$ cat src/rtl/rnr_pkg.sv
// Shared types and constants of the Newton-Raphson reciprocal unit.
// No dependencies; every other file in rtl/ imports this package.
`timescale 1ns / 1ps

package rnr_pkg;

  localparam int unsigned ITERATIONS = 8;

  localparam int unsigned X_W     = 16;
  localparam int unsigned Z_W     = 32;
  localparam int unsigned M_W     = 31;
  localparam int unsigned RECIP_W = 18;

  // Q2.30 constants: 48/17 and 32/17, rounded to nearest.
  localparam logic [Z_W-1:0] SEED_BIAS  = 32'd3031741621;
  localparam logic [M_W-1:0] SEED_SLOPE = 31'd2021161080;
  localparam logic [Z_W-1:0] ONE_Q30    = 32'd1073741824;
  localparam logic [Z_W-1:0] Z_MAX      = 32'hFFFF_FFFF;

  localparam logic [X_W-1:0]     X_MIN     = 16'd32768;
  localparam logic [RECIP_W-1:0] RECIP_MAX = 18'd131072;

  // Stages: two for the seed, three per cell, one output register.
  localparam int unsigned CELL_STAGES = 3;
  localparam int unsigned LATENCY     = 2 + CELL_STAGES * ITERATIONS + 1;

  // One operand in flight between two cells.
  typedef struct packed {
    logic           vld;
    logic [X_W-1:0] x;
    logic [Z_W-1:0] z;
  } rnr_word_t;

endpackage

$ cat src/rtl/rnr_cell.sv
// One Newton-Raphson step z = z + z*(1 - x*z) over three register stages.
// Depends on rnr_pkg.
`timescale 1ns / 1ps

module rnr_cell (
  input  logic               clk,
  input  logic               rst_n,
  input  rnr_pkg::rnr_word_t word_i,
  output rnr_pkg::rnr_word_t word_o
);
  import rnr_pkg::*;

  // stage 1: x*z
  logic           vld1_r;
  logic [X_W-1:0] x1_r;
  logic [Z_W-1:0] z1_r, xz1_r;
  logic [X_W+Z_W-1:0] xz_prod;

  // stage 2: error term and direction
  logic           vld2_r, le2_r;
  logic [X_W-1:0] x2_r;
  logic [Z_W-1:0] z2_r;
  logic [M_W-1:0] m2_r, m_nxt;
  logic           le_nxt;
  logic [Z_W-1:0] e_full;

  // stage 3: correction and update
  logic [Z_W+M_W-1:0] dz_prod;
  logic [Z_W-1:0]     d;
  logic [Z_W:0]       sum;
  rnr_word_t          word_r, word_nxt;

  assign xz_prod = {{Z_W{1'b0}}, word_i.x} * {{X_W{1'b0}}, word_i.z};

  always_comb begin
    le_nxt = (xz1_r <= ONE_Q30);
    e_full = le_nxt ? (ONE_Q30 - xz1_r) : (xz1_r - ONE_Q30);
    // Clamp an over-unity error to one.
    if (!le_nxt && (e_full > ONE_Q30)) begin
      m_nxt = ONE_Q30[M_W-1:0];
    end else begin
      m_nxt = e_full[M_W-1:0];
    end
  end

  assign dz_prod = {{M_W{1'b0}}, z2_r} * {{Z_W{1'b0}}, m2_r};
  assign d       = dz_prod[Z_W+30-1:30];
  assign sum     = {1'b0, z2_r} + {1'b0, d};

  always_comb begin
    word_nxt.vld = vld2_r;
    word_nxt.x   = x2_r;
    if (le2_r) begin
      word_nxt.z = sum[Z_W] ? Z_MAX : sum[Z_W-1:0];
    end else begin
      word_nxt.z = (d > z2_r) ? '0 : (z2_r - d);
    end
  end

  always_ff @(posedge clk) begin
    if (!rst_n) begin
      vld1_r     <= 1'b0;
      vld2_r     <= 1'b0;
      word_r.vld <= 1'b0;
    end else begin
      vld1_r     <= word_i.vld;
      vld2_r     <= vld1_r;
      word_r.vld <= word_nxt.vld;
    end
    x1_r     <= word_i.x;
    z1_r     <= word_i.z;
    xz1_r    <= xz_prod[X_W+Z_W-1:X_W];
    x2_r     <= x1_r;
    z2_r     <= z1_r;
    m2_r     <= m_nxt;
    le2_r    <= le_nxt;
    word_r.x <= word_nxt.x;
    word_r.z <= word_nxt.z;
  end

  assign word_o = word_r;

endmodule

$ cat config.mk
export PLATFORM = sky130hd
export DESIGN_NAME = rnr_cell
export DESIGN_NICKNAME = d
export VERILOG_FILES = /design/src/rtl/rnr_pkg.sv /design/src/rtl/rnr_cell.sv
export SDC_FILE = /design/constraint.sdc
export NUM_CORES = 2
export LEC_CHECK = 0
export BUFFER_PORTS_ARGS = -buffer_cell sky130_fd_sc_hd__buf_2
export CAP_MARGIN = 20
export CORE_AREA = 8 8 438 440
export DETAILED_ROUTE_END_ITERATION = 8
export DIE_AREA = 0 0 446 448
export PLACE_DENSITY = 0.47
export SKIP_LAST_GASP = 1
export SYNTH_ARGS = -nofsm -noshare
export SYNTH_HDL_FRONTEND = slang
export SYNTH_SLANG_ARGS = --single-unit
$ cat constraint.sdc
create_clock -name clk -period 24.4 [get_ports clk]
set_input_delay 7.32 -clock clk [delete_from_list [all_inputs] [get_ports clk]]
set_output_delay 7.32 -clock clk [all_outputs]
set_load 0.01 [all_outputs]
Word level (Yosys, flattened, before mapping)
Index checks and enable logic that the tools add are counted.
{ "totals": {"regBits": 211, "inputBits": 51, "out_inout_bits": 49, "word_cells": 27} }
{ "classes": {"add_sub_neg": 4, "multipliers": 2, "magnitude_cmp": 3, "n_mux": 4, "n_reduce_logical": 2} }
{ "ops": {"columns": ["operator", "count"], "rows": [
  ["$mux W32", 4],
  ["$mul A32 B31 Y62", 1],
  ["$mul A16 B32 Y48", 1],
  ["$add A32 B32 Y33", 1],
  ["$gt A32 B31 Y1 const B", 1],
  ["$gt A32 B32 Y1", 1],
  ["$le A32 B31 Y1 const B", 1],
  ["$sub A31 B32 Y32 const A", 1],
  ["$sub A32 B31 Y32 const B", 1],
  ["$sub A32 B32 Y32", 1],
  ["$logic_and A1 B1 Y1", 1],
  ["$logic_not A1 Y1", 1]
]} }

Longest topological paths before layout
{ "logic_depth": {"word_depth": 4, "mapped_depth": 42, "depth_no_buf": 40} }

Worst setup path before layout
No wires, ideal clock.
{ "synth_path": {"path_kind": "input to register", "startpoint": "input port word_i[33] (netlist name)", "endpoint": "register xz1_r[25]", "arrival_ps": 13149, "t_required_ps": 24273, "path_slack_ps": 11124, "stages": 23, "path_buffers": 2, "path_cell_list": "clkbuf_1 -> nand2_1 -> fa_1 -> inv_1 -> fa_1 -> inv_1 -> fa_1 -> fa_1 -> fa_1 -> inv_1 -> fa_1 -> ha_1 -> clkbuf_1 -> a21o_1 -> a21o_1 -> a211oi_1 -> o221ai_1 -> a21oi_1 -> o31ai_1 -> a221o_1 -> a21oi_1 -> a21oi_1 -> xor2_1"} }
{ "synth_between": {"elab_chain_cells": 1} }
{ "synth_rtl": {"columns": ["item", "line_no", "text"], "rows": [
  ["from (decl)", "rnr_cell.sv:8", "input rnr_pkg::rnr_word_t word_i,"],
  ["$mul A16 B32 Y48", "rnr_cell.sv:33", "assign xz_prod = {{Z_W{1'b0}}, word_i.x} * {{X_W{1'b0}}, word_i.z};"],
  ["net xz_prod[41]", "rnr_cell.sv:17", "logic [X_W+Z_W-1:0] xz_prod;"],
  ["to (signal assigned)", "rnr_cell.sv:72", "xz1_r <= xz_prod[X_W+Z_W-1:X_W];"],
  ["to (decl)", "rnr_cell.sv:16", "logic [Z_W-1:0] z1_r, xz1_r;"]
]} }
The timed path passes the listed nets, and every way through them passes these cells.
A chain may end at the register's enable or synchronous reset.

Worst setup path in the final report
{ "layout_path": {"startpoint": "input port word_i[34] (netlist name)", "endpoint": "register xz1_r[25]"} }
Same word-level chain as after synthesis.

==> results.md <==
* Post-synth EDFFs at 0
* Iter 0 DRT Violations at 2326
* Post-Syn Area at 55100 sq um
* Grt total ovfl at 0
* Via density at approximately 4.8
* Sequential share of the synthesized area at 0.0767
* Post-synthesis cell count at 6028
* Clock slew seen by the registers of the worst setup and hold paths at about 70 ps
* Final setup violation count at 0
* Flops & latches, synth at around 210
* Port bufs at 99
* Async SR Flop Fraction at 0
* Tcrit/Tclk final at 0.562
* Yosys top cell area share at 0.466
* Critical Path, Cell by Cell: buf_2, nand2_1, fa_1, inv_1, fa_1, inv_1, fa_1, fa_1, fa_1, inv_1, fa_1, ha_1, a21o_1, a21o_1, a211oi_1, o221ai_1, a21oi_1, o31ai_1, a221o_1, a21oi_1, a21oi_1, xor2_1
* Top cells by count, synth: 1283 x fa_1, 1232 x inv_1, 969 x nand2_1
* Die W at 446 um
* Data required, critical path at 24870 ps
* Post-DP HPWL at 128000 um
* Unique cell type count in the Yosys netlist at about 90
* Top_reg_cell synth: dfxtp_1
* Avg Cell Area, Syn at roughly 9.1 sq um
* Hold Crit Class: reg2reg
* Worst Path Buf+Inv at 4
* Post-synthesis net count at 7802
* Status: finished clean
* Worst setup SP type: input pin
* Final WL at between 150000 and 200000 um
* Die height at 448 um
* Yosys top cell by area: fa_1
* TritonCTS Buffers at 26
* Tot GR Track Use at 0.172
* Filler cell count at 19600
* Pin count of the biggest net entering global routing at between 50 and 60
* Num rows at around 160
* Max cap viols at 0
* Max Clk Rate at between 70 and 80 MHz
* Drt pass-1 iters at 5
* Core footprint at ~180000 sq um
* NumNets Final at just under 8000
* CTS tree: yes
* Slew headroom at 0.257
* Hold Slack at 322 ps
* Tmin final at 13710 ps
* Max stage delay on crit path at around 660 ps
* Fraction of layout cells with a size suffix above 1 at 0.0471
* Starting density of the core at 0.298
* Worst Path Max Fanout at 33
* Total clock sinks at about 210
* Critical Path AT at 14180 ps
* Core Util, Final at 0.319
* Number of global-route vias before repair at roughly 44000
* Root buf cell: clkbuf_16
* DRC violations left at 0
* Placed Area at around 58000 sq um
* Area contributors post-synth: fa_1 47%, ha_1 10%, inv_1 8.4%
* DIE AREA at approximately 200000 sq um
* Ys Warns at 0
* Clk_skew at 20.8 ps
* Antenna violations before repair at 10
* Critical path capture point type: flop
* CP delay by family, top: adder cells
* RSZ-0062 raised after global routing: no
* # hold bufs at CTS at 0
* Most common cell in the synthesized netlist: fa_1
* Post CTS Setup Buffer Count at 0
* Worst-Margin Slew at roughly 1100 ps
* Worst path slowest cell: buf_2
* H-tree depth at 1
* ANT nets after route at 0
* Area delta synth->final at 6.88%
* Final Hold Fails at 0
* Final GP Congestion at between 0.8 and 0.9
* CP most frequent cell: fa_1
* CTS Buffer Depth at 3
* Type of the worst setup path: in2reg
* WL/cell at 20.5 um
* Max Slew Vio Count at 0
* Resized cells post-CTS at 0
* First-pass GRT wire length at 268000 um
* Clk Latency, worst-skew pair at between 500 and 600 ps
* Routed via count at approximately 40000
* I/O pins at 100
* Setup TNS at 0 ps
* Finished Cell Area at approximately 59000 sq um
-- per-stage QoR --
| stage | setup WS, ps | cells |
|---|---|---|
| 2_1_floorplan | 11120 | 6028 |
| 3_3_place_gp | 10220 | 8362 |
| 3_5_place_dp | 10090 | 8362 |
| 4_1_cts | 10750 | 8409 |
| 5_1_grt | 10400 | 8409 |
| 6_report | 10690 | 8411 |
-- final timing paths --
path / start / to / slack, ps / cells after the start
worst max-delay path: word_i[34] / xz1_r[25] / 10690 / 22
worst min-delay path: x2_r[13] / word_o[45] / 320 / 0
worst max register to register: z2_r[10] / word_o[25] / 11530 / 38
worst min register to register: x2_r[13] / word_o[45] / 320 / 0
-- worst register-to-register path: cells and delay by family (launching register included) --
family / cells / cell delay (ps)
adders and majority gates: 11 / 4970
xor gates and xnor gates: 1 / 550
and+or+nand+nor: 8 / 1950
DFF: 1 / 640
AOI/OAI and AO/OA: 13 / 3700
buffers and inverters: 5 / 960
-- layout make-up --
cell class | instances | area [sq um] | area share
multi-input cells | 4264 | 44900 | 0.764
inverters | 1233 | 4630 | 0.0787
flip-flops and latches | 211 | 4230 | 0.0719
well taps | 2480 | 3100 | 0.0527
repair buffers | 174 | 1060 | 0.0180
clock buffers | 30 | 686 | 0.0117
clock inverters | 17 | 193 | 0.00327
diodes | 2 | 5.00 | 0.0000850
-- metal layers --
layer	vias up	part of all wire	global-route usage
li1	17700	-	-
met1	21000	0.44	0.233
met2	1164	0.48	0.299
met3	256	0.053	0.0182
met4	0	0.026	0.0392
met5	-	0	0
-- kinds of logic (layout without fill, tap and decap cells) --
logic type | Yosys count | count (layout) | synth area share
multiplexers | 5 | 5 | 0.000909
adder cells (fa/ha/maj) | 1723 | 1723 | 0.566
AND/OR/NAND/NOR | 1902 | 1902 | 0.168
flip-flops | 211 | 211 | 0.0767
AO/OA/AOI/OAI | 530 | 530 | 0.0645
XOR/XNOR | 104 | 104 | 0.0165
other | 0 | 2 | 0
buffers and inverters | 1553 | 1454 | 0.107
-- state kept, by name, summed over array words and instances, names as in the netlist --
name	cells
word_o	49
xz1_r	32
z1_r	32
z2_r	32
m2_r	31
x1_r	16
x2_r	16
le2_r	1
vld1_r	1
vld2_r	1
-- placed cells by master (no fill, tap or decap), types with 14 or more instances in the layout --
cell type	instances
ha_1	440
nor2_1	116
nand2_1	969
clkbuf_16	26
a211oi_1	17
xnor2_1	54
fa_1	1283
o221ai_1	14
buf_2	99
a31oi_1	25
o21ai_0	75
inv_1	1232
nand3_1	28
nor3_1	19
a21o_1	69
o31ai_1	17
a21oi_1	161
nand4_1	30
xor2_1	50
buf_4	75
nor2b_1	26
and2_1	621
o21a_1	15
dfxtp_1	205
o21bai_1	24
Power is left out: the tool's default activity adds up to more than one toggle a clock period on the data nets, which glitch-free logic cannot reach.
